$ cat src/rtl/core/cmdb_pkg.sv
`timescale 1ns / 1ps
// shared types, constants and the log2 table for the complex magnitude to dB block
// no dependencies
package cmdb_pkg;

  localparam int SAMPLE_WIDTH      = 16;
  // power of two
  localparam int LOG_TABLE_ENTRIES = 64;

  localparam int P_W       = 2 * SAMPLE_WIDTH;
  localparam int E_W       = $clog2(P_W);
  localparam int FRAC_W    = 16;
  localparam int TAB_BITS  = $clog2(LOG_TABLE_ENTRIES);
  localparam int TAB_IDX_W = $clog2(LOG_TABLE_ENTRIES + 1);
  localparam int TAB_W     = FRAC_W + 1;

  localparam int Q_DEPTH   = 2;
  localparam int Q_PTR_W   = (Q_DEPTH > 1) ? $clog2(Q_DEPTH) : 1;
  localparam int Q_CNT_W   = $clog2(Q_DEPTH + 1);

  localparam int DB_W             = 16;
  localparam int DB_PER_LOG2_Q16  = 197283;
  localparam logic signed [DB_W-1:0] CODE_MAX = 16'sh7fff;
  localparam logic signed [DB_W-1:0] CODE_MIN = 16'sh8000;

  // log2 of the sample scale squared is subtracted, 256 added so the scaled value stays positive
  localparam int EXP_OFS = 256 - 2 * (SAMPLE_WIDTH - 1);

  typedef struct packed {
    logic signed [SAMPLE_WIDTH-1:0] real_part;
    logic signed [SAMPLE_WIDTH-1:0] imag_part;
    logic                           sweep_start;
  } in_item_t;

  typedef struct packed {
    logic signed [DB_W-1:0] level_db;
    logic                   zero_magnitude;
    logic signed [DB_W-1:0] sweep_min_db;
    logic signed [DB_W-1:0] sweep_max_db;
  } out_item_t;

  // one classified sample between front and back
  typedef struct packed {
    logic [P_W-1:0] power;
    logic           zero;
    logic           sweep_start;
  } job_t;

  typedef struct packed {
    logic full;
    logic empty;
  } q_stat_t;

  typedef enum logic [2:0] {
    BK_IDLE,
    BK_NORM,
    BK_FRAC,
    BK_INTERP,
    BK_SCALE,
    BK_SUM,
    BK_ROUND,
    BK_RANGE
  } back_state_t;

  typedef logic [TAB_W-1:0] log_tab_t [0:LOG_TABLE_ENTRIES];

  // log2(1 + k/N) in Q.16 by repeated squaring to 20 bits, rounded half up
  function automatic logic [TAB_W-1:0] log_entry(int k);
    logic [63:0] x;
    logic [19:0] v;
    logic [20:0] rv;
    x = ((64'(LOG_TABLE_ENTRIES) + 64'(k)) << 30) / 64'(LOG_TABLE_ENTRIES);
    v = '0;
    for (int b = 0; b < 20; b++) begin
      x = (x * x) >> 30;
      v = {v[18:0], 1'b0};
      if (x >= 64'h0000_0000_8000_0000) begin
        x = x >> 1;
        v[0] = 1'b1;
      end
    end
    rv = (21'(v) + 21'd8) >> 4;
    return rv[TAB_W-1:0];
  endfunction

  function automatic log_tab_t build_log_tab();
    log_tab_t t;
    for (int k = 0; k <= LOG_TABLE_ENTRIES; k++) begin
      t[k] = log_entry(k);
    end
    return t;
  endfunction

  localparam log_tab_t LOG_TAB = build_log_tab();

endpackage

$ cat src/rtl/core/cmdb_front.sv
`timescale 1ns / 1ps
// front end: takes input beats, squares both parts and pushes power jobs to the queue
// depends on cmdb_pkg
module cmdb_front (
  input  logic               clk,
  input  logic               rst_n,
  input  logic               in_valid,
  output logic               in_stall,
  input  cmdb_pkg::in_item_t in_data,
  input  cmdb_pkg::q_stat_t  q_stat,
  output logic               push,
  output cmdb_pkg::job_t     push_job
);

  logic [cmdb_pkg::SAMPLE_WIDTH-1:0] abs_re;
  logic [cmdb_pkg::SAMPLE_WIDTH-1:0] abs_im;
  logic [cmdb_pkg::P_W-1:0]          sq_re_nxt;
  logic [cmdb_pkg::P_W-1:0]          sq_im_nxt;
  logic [cmdb_pkg::P_W-1:0]          sq_re_r;
  logic [cmdb_pkg::P_W-1:0]          sq_im_r;
  logic                              start_r;
  logic                              vld_r;
  logic                              vld_nxt;
  logic                              take;
  logic [cmdb_pkg::P_W-1:0]          power;

  // magnitude of the most negative code fits the unsigned width
  assign abs_re = in_data.real_part[cmdb_pkg::SAMPLE_WIDTH-1] ?
                  $unsigned(~in_data.real_part) + 1'b1 : $unsigned(in_data.real_part);
  assign abs_im = in_data.imag_part[cmdb_pkg::SAMPLE_WIDTH-1] ?
                  $unsigned(~in_data.imag_part) + 1'b1 : $unsigned(in_data.imag_part);

  assign sq_re_nxt = cmdb_pkg::P_W'(abs_re) * cmdb_pkg::P_W'(abs_re);
  assign sq_im_nxt = cmdb_pkg::P_W'(abs_im) * cmdb_pkg::P_W'(abs_im);

  assign in_stall = vld_r && q_stat.full;
  assign take     = in_valid && !in_stall;
  assign vld_nxt  = in_stall ? vld_r : in_valid;

  // sum never exceeds 2^(2*width-1)
  assign power    = sq_re_r + sq_im_r;
  assign push     = vld_r && !q_stat.full;

  always_comb begin
    push_job.power       = power;
    push_job.zero        = (power == '0);
    push_job.sweep_start = start_r;
  end

  always_ff @(posedge clk) begin
    if (!rst_n) begin
      vld_r <= 1'b0;
    end else begin
      vld_r <= vld_nxt;
    end
  end

  always_ff @(posedge clk) begin
    if (take) begin
      sq_re_r <= sq_re_nxt;
      sq_im_r <= sq_im_nxt;
      start_r <= in_data.sweep_start;
    end
  end

endmodule

$ cat src/rtl/core/cmdb_queue.sv
`timescale 1ns / 1ps
// short job queue between front and back
// depends on cmdb_pkg
module cmdb_queue (
  input  logic               clk,
  input  logic               rst_n,
  input  logic               push,
  input  cmdb_pkg::job_t     push_job,
  input  logic               pop,
  output cmdb_pkg::job_t     pop_job,
  output cmdb_pkg::q_stat_t  stat
);

  cmdb_pkg::job_t                q_mem [cmdb_pkg::Q_DEPTH];
  logic [cmdb_pkg::Q_PTR_W-1:0]  wr_ptr_r;
  logic [cmdb_pkg::Q_PTR_W-1:0]  wr_ptr_nxt;
  logic [cmdb_pkg::Q_PTR_W-1:0]  rd_ptr_r;
  logic [cmdb_pkg::Q_PTR_W-1:0]  rd_ptr_nxt;
  logic [cmdb_pkg::Q_CNT_W-1:0]  count_r;
  logic [cmdb_pkg::Q_CNT_W-1:0]  count_nxt;

  localparam logic [cmdb_pkg::Q_PTR_W-1:0] PtrLast = cmdb_pkg::Q_PTR_W'(cmdb_pkg::Q_DEPTH - 1);

  assign stat.full  = (count_r == cmdb_pkg::Q_CNT_W'(cmdb_pkg::Q_DEPTH));
  assign stat.empty = (count_r == '0);
  assign pop_job    = q_mem[rd_ptr_r];

  always_comb begin
    wr_ptr_nxt = wr_ptr_r;
    rd_ptr_nxt = rd_ptr_r;
    count_nxt  = count_r;
    if (push) begin
      wr_ptr_nxt = (wr_ptr_r == PtrLast) ? '0 : wr_ptr_r + 1'b1;
    end
    if (pop) begin
      rd_ptr_nxt = (rd_ptr_r == PtrLast) ? '0 : rd_ptr_r + 1'b1;
    end
    if (push && !pop) begin
      count_nxt = count_r + 1'b1;
    end else if (pop && !push) begin
      count_nxt = count_r - 1'b1;
    end
  end

  always_ff @(posedge clk) begin
    if (!rst_n) begin
      wr_ptr_r <= '0;
      rd_ptr_r <= '0;
      count_r  <= '0;
    end else begin
      wr_ptr_r <= wr_ptr_nxt;
      rd_ptr_r <= rd_ptr_nxt;
      count_r  <= count_nxt;
    end
  end

  always_ff @(posedge clk) begin
    if (push) begin
      q_mem[wr_ptr_r] <= push_job;
    end
  end

  // the front holds its stage while the queue is full
  a_no_push_full: assert property (@(posedge clk) disable iff (!rst_n)
    stat.full |-> !push)
    else $error("queue written while full");

endmodule

$ cat src/rtl/core/cmdb_back.sv
`timescale 1ns / 1ps
// back end: log2 by table interpolation, dB scaling, sweep range and output register
// depends on cmdb_pkg
module cmdb_back (
  input  logic                clk,
  input  logic                rst_n,
  input  cmdb_pkg::q_stat_t   q_stat,
  input  cmdb_pkg::job_t      pop_job,
  output logic                pop,
  output logic                out_valid,
  input  logic                out_stall,
  output cmdb_pkg::out_item_t out_data
);

  localparam int ExpW    = $clog2(cmdb_pkg::P_W + cmdb_pkg::EXP_OFS);
  localparam int BiasW   = ExpW + cmdb_pkg::FRAC_W + 1;
  localparam int BlW     = BiasW / 2;
  localparam int BhW     = BiasW - BlW;
  localparam int KW      = $clog2(cmdb_pkg::DB_PER_LOG2_Q16 + 1);
  localparam int PpLoW   = BlW + KW;
  localparam int PpHiW   = BhW + KW;
  localparam int AccW    = BiasW + KW + 1;
  localparam int ScaleSh = 24;
  localparam int QW      = AccW - ScaleSh;
  localparam int NormW   = (cmdb_pkg::P_W > cmdb_pkg::FRAC_W + 1) ?
                           cmdb_pkg::P_W : cmdb_pkg::FRAC_W + 1;
  localparam int ProdW   = 2 * cmdb_pkg::FRAC_W + 1;

  cmdb_pkg::back_state_t state_r;
  cmdb_pkg::back_state_t state_nxt;

  logic [cmdb_pkg::P_W-1:0]    power_r;
  logic                        zero_r;
  logic                        start_r;
  logic [cmdb_pkg::E_W-1:0]    e_r;
  logic [cmdb_pkg::E_W-1:0]    e_nxt;
  logic [cmdb_pkg::TAB_W-1:0]  t_lo_r;
  logic [cmdb_pkg::TAB_W-1:0]  t_diff_r;
  logic [cmdb_pkg::FRAC_W-1:0] rem_r;
  logic [BiasW-1:0]            biased_r;
  logic [BiasW-1:0]            biased_nxt;
  logic [PpLoW-1:0]            pp_lo_r;
  logic [PpHiW-1:0]            pp_hi_r;
  logic [AccW-1:0]             acc_r;
  logic [AccW-1:0]             acc_nxt;
  logic signed [cmdb_pkg::DB_W-1:0] lvl_r;
  logic signed [cmdb_pkg::DB_W-1:0] lvl_nxt;
  logic signed [cmdb_pkg::DB_W-1:0] range_low_r;
  logic signed [cmdb_pkg::DB_W-1:0] range_high_r;
  logic signed [cmdb_pkg::DB_W-1:0] range_low_nxt;
  logic signed [cmdb_pkg::DB_W-1:0] range_high_nxt;
  logic                        out_valid_r;
  logic                        out_valid_nxt;
  cmdb_pkg::out_item_t         out_item_r;

  logic                        load_out;
  logic [NormW-1:0]            norm;
  logic [cmdb_pkg::FRAC_W-1:0] f_val;
  logic [cmdb_pkg::TAB_BITS-1:0] idx;
  logic [cmdb_pkg::FRAC_W-1:0] rem_nxt;
  logic [cmdb_pkg::TAB_W-1:0]  t_lo_nxt;
  logic [cmdb_pkg::TAB_W-1:0]  t_hi_nxt;
  logic [ProdW-1:0]            prod;
  logic [ProdW:0]              prod_rnd;
  logic [cmdb_pkg::TAB_W:0]    frac;
  logic [QW-1:0]               q_val;
  logic signed [QW:0]          lvl_wide;

  // ---------------- sequencer ----------------
  always_comb begin
    state_nxt = state_r;
    case (state_r)
      cmdb_pkg::BK_IDLE: begin
        if (!q_stat.empty) begin
          state_nxt = pop_job.zero ? cmdb_pkg::BK_RANGE : cmdb_pkg::BK_NORM;
        end
      end
      cmdb_pkg::BK_NORM:   state_nxt = cmdb_pkg::BK_FRAC;
      cmdb_pkg::BK_FRAC:   state_nxt = cmdb_pkg::BK_INTERP;
      cmdb_pkg::BK_INTERP: state_nxt = cmdb_pkg::BK_SCALE;
      cmdb_pkg::BK_SCALE:  state_nxt = cmdb_pkg::BK_SUM;
      cmdb_pkg::BK_SUM:    state_nxt = cmdb_pkg::BK_ROUND;
      cmdb_pkg::BK_ROUND:  state_nxt = cmdb_pkg::BK_RANGE;
      cmdb_pkg::BK_RANGE: begin
        if (!out_valid_r || !out_stall) begin
          state_nxt = cmdb_pkg::BK_IDLE;
        end
      end
      default: state_nxt = cmdb_pkg::BK_IDLE;
    endcase
  end

  always_comb begin
    pop      = 1'b0;
    load_out = 1'b0;
    case (state_r)
      cmdb_pkg::BK_IDLE:  pop      = !q_stat.empty;
      cmdb_pkg::BK_RANGE: load_out = !out_valid_r || !out_stall;
      default: begin
        pop      = 1'b0;
        load_out = 1'b0;
      end
    endcase
  end

  // ---------------- datapath ----------------
  // top set bit of the power word
  always_comb begin
    e_nxt = '0;
    for (int i = 0; i < cmdb_pkg::P_W; i++) begin
      if (power_r[i]) begin
        e_nxt = cmdb_pkg::E_W'(i);
      end
    end
  end

  // leading one moved to the top, the next bits are the mantissa
  assign norm    = NormW'(power_r) << (cmdb_pkg::E_W'(NormW - 1) - e_r);
  assign f_val   = norm[NormW-2 -: cmdb_pkg::FRAC_W];
  assign idx     = f_val[cmdb_pkg::FRAC_W-1 -: cmdb_pkg::TAB_BITS];
  assign rem_nxt = f_val << cmdb_pkg::TAB_BITS;
  assign t_lo_nxt = cmdb_pkg::LOG_TAB[cmdb_pkg::TAB_IDX_W'(idx)];
  assign t_hi_nxt = cmdb_pkg::LOG_TAB[cmdb_pkg::TAB_IDX_W'(idx) + 1'b1];

  // linear interpolation between neighbouring table entries
  assign prod     = ProdW'(t_diff_r) * ProdW'(rem_r);
  assign prod_rnd = (ProdW + 1)'(prod) + (ProdW + 1)'(32768);
  assign frac     = (cmdb_pkg::TAB_W + 1)'(t_lo_r) +
                    (cmdb_pkg::TAB_W + 1)'(prod_rnd >> cmdb_pkg::FRAC_W);
  assign biased_nxt = ((BiasW'(e_r) + BiasW'(cmdb_pkg::EXP_OFS)) << cmdb_pkg::FRAC_W) +
                      BiasW'(frac);

  assign acc_nxt = (AccW'(pp_hi_r) << BlW) + AccW'(pp_lo_r) + (AccW'(1) << (ScaleSh - 1));

  assign q_val    = acc_r[AccW-1:ScaleSh];
  assign lvl_wide = $signed({1'b0, q_val}) - $signed((QW + 1)'(cmdb_pkg::DB_PER_LOG2_Q16));

  always_comb begin
    if (lvl_wide > (QW + 1)'(cmdb_pkg::CODE_MAX)) begin
      lvl_nxt = cmdb_pkg::CODE_MAX;
    end else if (lvl_wide < (QW + 1)'(cmdb_pkg::CODE_MIN)) begin
      lvl_nxt = cmdb_pkg::CODE_MIN;
    end else begin
      lvl_nxt = lvl_wide[cmdb_pkg::DB_W-1:0];
    end
  end

  // sweep start clears the range before this sample is taken in
  always_comb begin
    range_low_nxt  = start_r ? cmdb_pkg::CODE_MAX : range_low_r;
    range_high_nxt = start_r ? cmdb_pkg::CODE_MIN : range_high_r;
    if (!zero_r) begin
      if (lvl_r < range_low_nxt) begin
        range_low_nxt = lvl_r;
      end
      if (lvl_r > range_high_nxt) begin
        range_high_nxt = lvl_r;
      end
    end
  end

  assign out_valid_nxt = load_out ? 1'b1 : (out_stall ? out_valid_r : 1'b0);

  always_ff @(posedge clk) begin
    if (!rst_n) begin
      state_r      <= cmdb_pkg::BK_IDLE;
      out_valid_r  <= 1'b0;
      range_low_r  <= cmdb_pkg::CODE_MAX;
      range_high_r <= cmdb_pkg::CODE_MIN;
    end else begin
      state_r     <= state_nxt;
      out_valid_r <= out_valid_nxt;
      if (load_out) begin
        range_low_r  <= range_low_nxt;
        range_high_r <= range_high_nxt;
      end
    end
  end

  always_ff @(posedge clk) begin
    if (pop) begin
      power_r <= pop_job.power;
      zero_r  <= pop_job.zero;
      start_r <= pop_job.sweep_start;
      lvl_r   <= cmdb_pkg::CODE_MIN;
    end
    if (state_r == cmdb_pkg::BK_NORM) begin
      e_r <= e_nxt;
    end
    if (state_r == cmdb_pkg::BK_FRAC) begin
      t_lo_r   <= t_lo_nxt;
      t_diff_r <= t_hi_nxt - t_lo_nxt;
      rem_r    <= rem_nxt;
    end
    if (state_r == cmdb_pkg::BK_INTERP) begin
      biased_r <= biased_nxt;
    end
    if (state_r == cmdb_pkg::BK_SCALE) begin
      pp_lo_r <= PpLoW'(biased_r[BlW-1:0]) * PpLoW'(cmdb_pkg::DB_PER_LOG2_Q16);
      pp_hi_r <= PpHiW'(biased_r[BiasW-1:BlW]) * PpHiW'(cmdb_pkg::DB_PER_LOG2_Q16);
    end
    if (state_r == cmdb_pkg::BK_SUM) begin
      acc_r <= acc_nxt;
    end
    if (state_r == cmdb_pkg::BK_ROUND) begin
      lvl_r <= lvl_nxt;
    end
    if (load_out) begin
      out_item_r.level_db       <= lvl_r;
      out_item_r.zero_magnitude <= zero_r;
      out_item_r.sweep_min_db   <= range_low_nxt;
      out_item_r.sweep_max_db   <= range_high_nxt;
    end
  end

  assign out_valid = out_valid_r;
  assign out_data  = out_item_r;

  a_level_in_range: assert property (@(posedge clk) disable iff (!rst_n)
    (out_valid_r && !out_item_r.zero_magnitude) |->
      (out_item_r.sweep_min_db <= out_item_r.level_db &&
       out_item_r.level_db <= out_item_r.sweep_max_db))
    else $error("reported level outside sweep range");

  a_zero_floor: assert property (@(posedge clk) disable iff (!rst_n)
    (out_valid_r && out_item_r.zero_magnitude) |->
      (out_item_r.level_db == cmdb_pkg::CODE_MIN))
    else $error("zero magnitude without floor code");

  a_hold_result: assert property (@(posedge clk) disable iff (!rst_n)
    (state_r == cmdb_pkg::BK_RANGE && out_valid_r && out_stall) |=>
      (state_r == cmdb_pkg::BK_RANGE))
    else $error("result dropped while output stalled");

endmodule

$ cat src/rtl/core/complex_magnitude_db_range_top.sv
`timescale 1ns / 1ps
// top level of the complex magnitude to dB converter with sweep min/max
// depends on cmdb_pkg, cmdb_front, cmdb_queue, cmdb_back
//
// usage
//   in_valid/in_stall/in_data carry one complex sample per beat (signed Q1.15 real and
//   imaginary parts plus a sweep start flag); out_valid/out_stall/out_data carry one
//   result per beat: 20*log10|z| in Q8.8 dB, a zero magnitude flag and the running
//   min/max of the sweep after this sample
//   a beat moves when valid is high and stall is low on the same edge
//   a nonzero sample passes the front stage, the job queue, the back sequencer and the
//   output register; a zero sample goes from idle straight to range; the back
//   sequencer walks normalize, table lookup, interpolate, scale, sum, round and range
//   on a single datapath and takes the next job only once it is back in idle
//   the front squares and sums the parts and classifies zero power, a two entry job
//   queue lets it keep taking beats while the back works or the output is stalled
//   a stalled result holds in the output register; once the queue and front stage fill,
//   in_stall rises
//   reset (rst_n low, synchronous) empties the queue and output and sets the range to
//   min = most positive code, max = most negative code
module complex_magnitude_db_range_top (
  input  logic                clk,
  input  logic                rst_n,
  input  logic                in_valid,
  output logic                in_stall,
  input  cmdb_pkg::in_item_t  in_data,
  output logic                out_valid,
  input  logic                out_stall,
  output cmdb_pkg::out_item_t out_data
);

  cmdb_pkg::q_stat_t q_stat;
  cmdb_pkg::job_t    push_job;
  cmdb_pkg::job_t    pop_job;
  logic              push;
  logic              pop;

  // squaring and zero classification
  cmdb_front u_front (
    .clk      (clk),
    .rst_n    (rst_n),
    .in_valid (in_valid),
    .in_stall (in_stall),
    .in_data  (in_data),
    .q_stat   (q_stat),
    .push     (push),
    .push_job (push_job)
  );

  // decouples front from back
  cmdb_queue u_queue (
    .clk      (clk),
    .rst_n    (rst_n),
    .push     (push),
    .push_job (push_job),
    .pop      (pop),
    .pop_job  (pop_job),
    .stat     (q_stat)
  );

  // log, dB scaling, sweep range and result register
  cmdb_back u_back (
    .clk       (clk),
    .rst_n     (rst_n),
    .q_stat    (q_stat),
    .pop_job   (pop_job),
    .pop       (pop),
    .out_valid (out_valid),
    .out_stall (out_stall),
    .out_data  (out_data)
  );

endmodule

$ cat config.mk
export PLATFORM = sky130hd
export DESIGN_NAME = complex_magnitude_db_range_top
export DESIGN_NICKNAME = d
export VERILOG_FILES = /design/src/rtl/core/cmdb_pkg.sv /design/src/rtl/core/cmdb_front.sv /design/src/rtl/core/cmdb_queue.sv /design/src/rtl/core/cmdb_back.sv /design/src/rtl/core/complex_magnitude_db_range_top.sv
export SDC_FILE = /design/constraint.sdc
export NUM_CORES = 2
export LEC_CHECK = 0
export ABC_AREA = 1
export BUFFER_PORTS_ARGS = -buffer_cell sky130_fd_sc_hd__clkbuf_2
export CAP_MARGIN = 20
export CORE_MARGIN = 5
export CORE_UTILIZATION = 30
export CTS_BUF_LIST = sky130_fd_sc_hd__clkbuf_2
export DETAILED_ROUTE_END_ITERATION = 6
export GPL_TIMING_DRIVEN = 0
export SLEW_MARGIN = 15
export SYNTH_ARGS = -nofsm -noshare
export SYNTH_HDL_FRONTEND = slang
export SYNTH_SLANG_ARGS = --single-unit
export TNS_END_PERCENT = 50
$ cat constraint.sdc
create_clock -name clk -period 19.6 [get_ports clk]
set_clock_uncertainty 0.15 [all_clocks]
set_input_delay 0 -clock clk [delete_from_list [all_inputs] [get_ports clk]]
set_output_delay 0 -clock clk [all_outputs]
set_load 0.01 [all_outputs]
==> results.yml <==
logic_synthesis:
  yosys.area.top_type: "edfxtp_1"
  syn_area_sq_um: 49490
  synth.avg_cell_area_sq_um: 8.595
  synth_cell_types: 69
  synth_cells: 5758
  synth_ff_type: "edfxtp_1"
  synth-seq-cells: 416
  synth_top_area_frac: 0.2269
  synth_area_leaders: "edfxtp_1 23%, fa_1 21%, ha_1 15%, inv_1 9.1%, nand2_1 7.1%"
  synth_warnings: 0
  yosysSeqAreaShare: 0.2439
  synth_edf_count: 374
  async_flop_share: 0
  synth_common_cells: "1199 x inv_1, 935 x nand2_1, 611 x ha_1"
  yosysMostFrequentCell: "inv_1"
timing:
  relSlewSlack: 0.3982
  drv_slew: 0
  finalHoldViolCount: 0
  rsz0062_at_grt: "no"
  clock.fmax_mhz: 100.2
  post-route-period-util: 0.5093
  period_needed_ns: 9.981
  tns_ns: 0
  worstMarginPinSlew_ns: 0.9026
  whs_ns: 0.2174
  finalSetupViolCount: 0
critical_path:
  critPathLaunch: "u_back.rem_r[8]"
  worstSetupStartpointType: "flip-flop"
  path_class: "flip-flop to flip-flop"
  crit_end: "u_back.biased_r[24]"
  r2r_start: "u_back.rem_r[8]"
  cp.arrival_ns: 10.79
  max_stage_delay_ns: 0.57
  cp_max_fo: 10
  cpMaxStageDelayCell: "clkbuf_1"
  reg2reg_to: "u_back.biased_r[24]"
  critical_path.endpoint_type: "flip-flop"
  rrSetupSlack_ns: 9.62
  rr_worst_depth: 48
  cp_data_required_time_ns: 20.41
  cpMostUsedCell: "nand2_1"
floorplanning:
  num_io_pins: 88
  initial_utilization: 0.3010
  fp.dieArea_sq_um: 173200
  core_area_sq_um: 164400
  rows: 149
  chipHeight_um: 416.2
  die_x_um: 416.2
route:
  drtPass1Iterations: 5
  drc: 0
  routed-via-count: 38760
  drt-vias-per-instance: 4.661
  ant_nets: 0
  detail_route.wl_per_cell_um: 15.18
  routed_wl_mm: 126.2
  initialDrtViolationCount: 2364
cts:
  numCtsBuffers: 100
  cts_sinks: 416
  insertion_delay_ns: 1.28
  cts-root-buf: "clkbuf_2"
  cts.htree.levels: 3
  cts.clk_slew.worst_paths_ns: 0.11
  cts_buffer_depth: 3
  post_cts_buffers: 0
  cts_tree: "built"
finish:
  regArea_sq_um: 12070
  layout-drive-gt1-share: 0.06569
  nets: 7198
  num-fill-cells: 17340
  syn2layout_area_growth_pct: 10.23
  multi_input_area_sq_um: 32390
global_routing:
  grt_pass1_vias: 40280
  grt_use_total: 0.1458
  grt_overflow: 0
  grt_pass1_wl_mm: 207.1
  antenna_found_initial: 2
  grt_max_degree: 59
place:
  dp_hpwl_mm: 103.9
  gp_congestion: 0.9119
  io_buffers: 87
status:
  status: "complete, no violations"
job:
  cap_violations: 0
min_path:
  worstHoldPathType: "input pin to flip-flop"
==> metrics by stage <==
step                      worst slack [ns]  std cells  area [sq um]    util
final                                9.619       8315         54550  0.3318
after global routing                 8.827       8315         54550  0.3318
after CTS                            9.555       8308         54520  0.3316
after detailed placement             9.630       8069         53000  0.3223
after global placement               9.686       8056         52740  0.3208
after floorplan                      11.13       5780         49570       -
==> flip-flops by register name, indices dropped and copies added (netlist names), 17 cells and up, named ones only <==
| name | count |
|---|---|
| u_back.acc_r | 21 |
| u_back.biased_r | 26 |
| u_back.out_data | 49 |
| u_back.power_r | 32 |
| u_back.pp_hi_r | 31 |
| u_back.pp_lo_r | 18 |
| u_back.t_diff_r | 17 |
| u_front.sq_im_r | 31 |
| u_front.sq_re_r | 31 |
| u_queue.q_mem | 68 |
==> cell usage in the layout (no fill, tap or decap), types with 63 or more instances in the layout <==
cell type  count
a21oi_1      343
inv_1       1198
o21ai_0      273
nor2_1       511
fa_1         515
clkbuf_2     237
xnor2_1       63
xor2_1       179
nand2_1      935
clkbuf_1      95
nand3_1      129
ha_1         611
edfxtp_1     374
==> final cells by class <==
type,instances,area share
tap,2189,0.05021
buffer,135,0.01050
clock inverter,38,0.004679
sequential,416,0.2213
multi-input combinational,4005,0.5937
timing repair buffer,153,0.02138
inverter,1224,0.08427
clock buffer,149,0.01367
antenna,6,0.0002752
==> layer usage <==
layer	global-route usage	part of all wire	up-vias	wire length, um
met1	0.1804	0.42	18560	53500
met2	0.2613	0.50	983	62550
li1	-	-	19000	-
met4	0.04470	0.029	0	3700
met5	0	0	-	0
met3	0.02191	0.051	220	6439
==> critical path, delay by kind of cell, from the launching register on <==
kind / cells / cell delay (ns)
simple gates: 16 / 1.80
buf+inv: 10 / 1.54
flops: 1 / 0.33
compound gates: 10 / 1.65
fa+ha+maj: 9 / 3.65
xor+xnor: 3 / 0.52
==> cells by family after synthesis <==
kind of cell             share of synthesized area
other                                    0.0001518
AO/OA/AOI/OAI                              0.09216
AND/OR/NAND/NOR                             0.1437
flip-flops                                  0.2439
buffers and inverters                       0.1044
multiplexers                              0.009153
adder cells (fa/ha/maj)                     0.3628
XOR/XNOR                                   0.04371
==> how the worst min path moves through the flow <==
stage                      from  depth (start not counted)            endpoint  slack (ns)
floorplan            in_data[1]                          0  u_front.sq_im_r[0]       -0.05
detailed placement   in_data[0]                          1     u_front.start_r        0.12
global placement     in_data[0]                          1     u_front.start_r        0.12
finish               in_data[2]                          4  u_front.sq_im_r[2]        0.22
CTS                 in_data[18]                          4  u_front.sq_re_r[2]        0.02
global route         in_data[2]                          4  u_front.sq_im_r[2]        0.02
==> what timing repair did <==
| action | in CTS | in global routing |
|---|---|---|
| hold buffers | 52 | 0 |
| gates resized for setup | 0 | 0 |
| endpoints found under the hold margin | 174 | 0 |
Power is not shown: default switching activity piles up to over one toggle a cycle in this logic, so the estimate is an artifact.
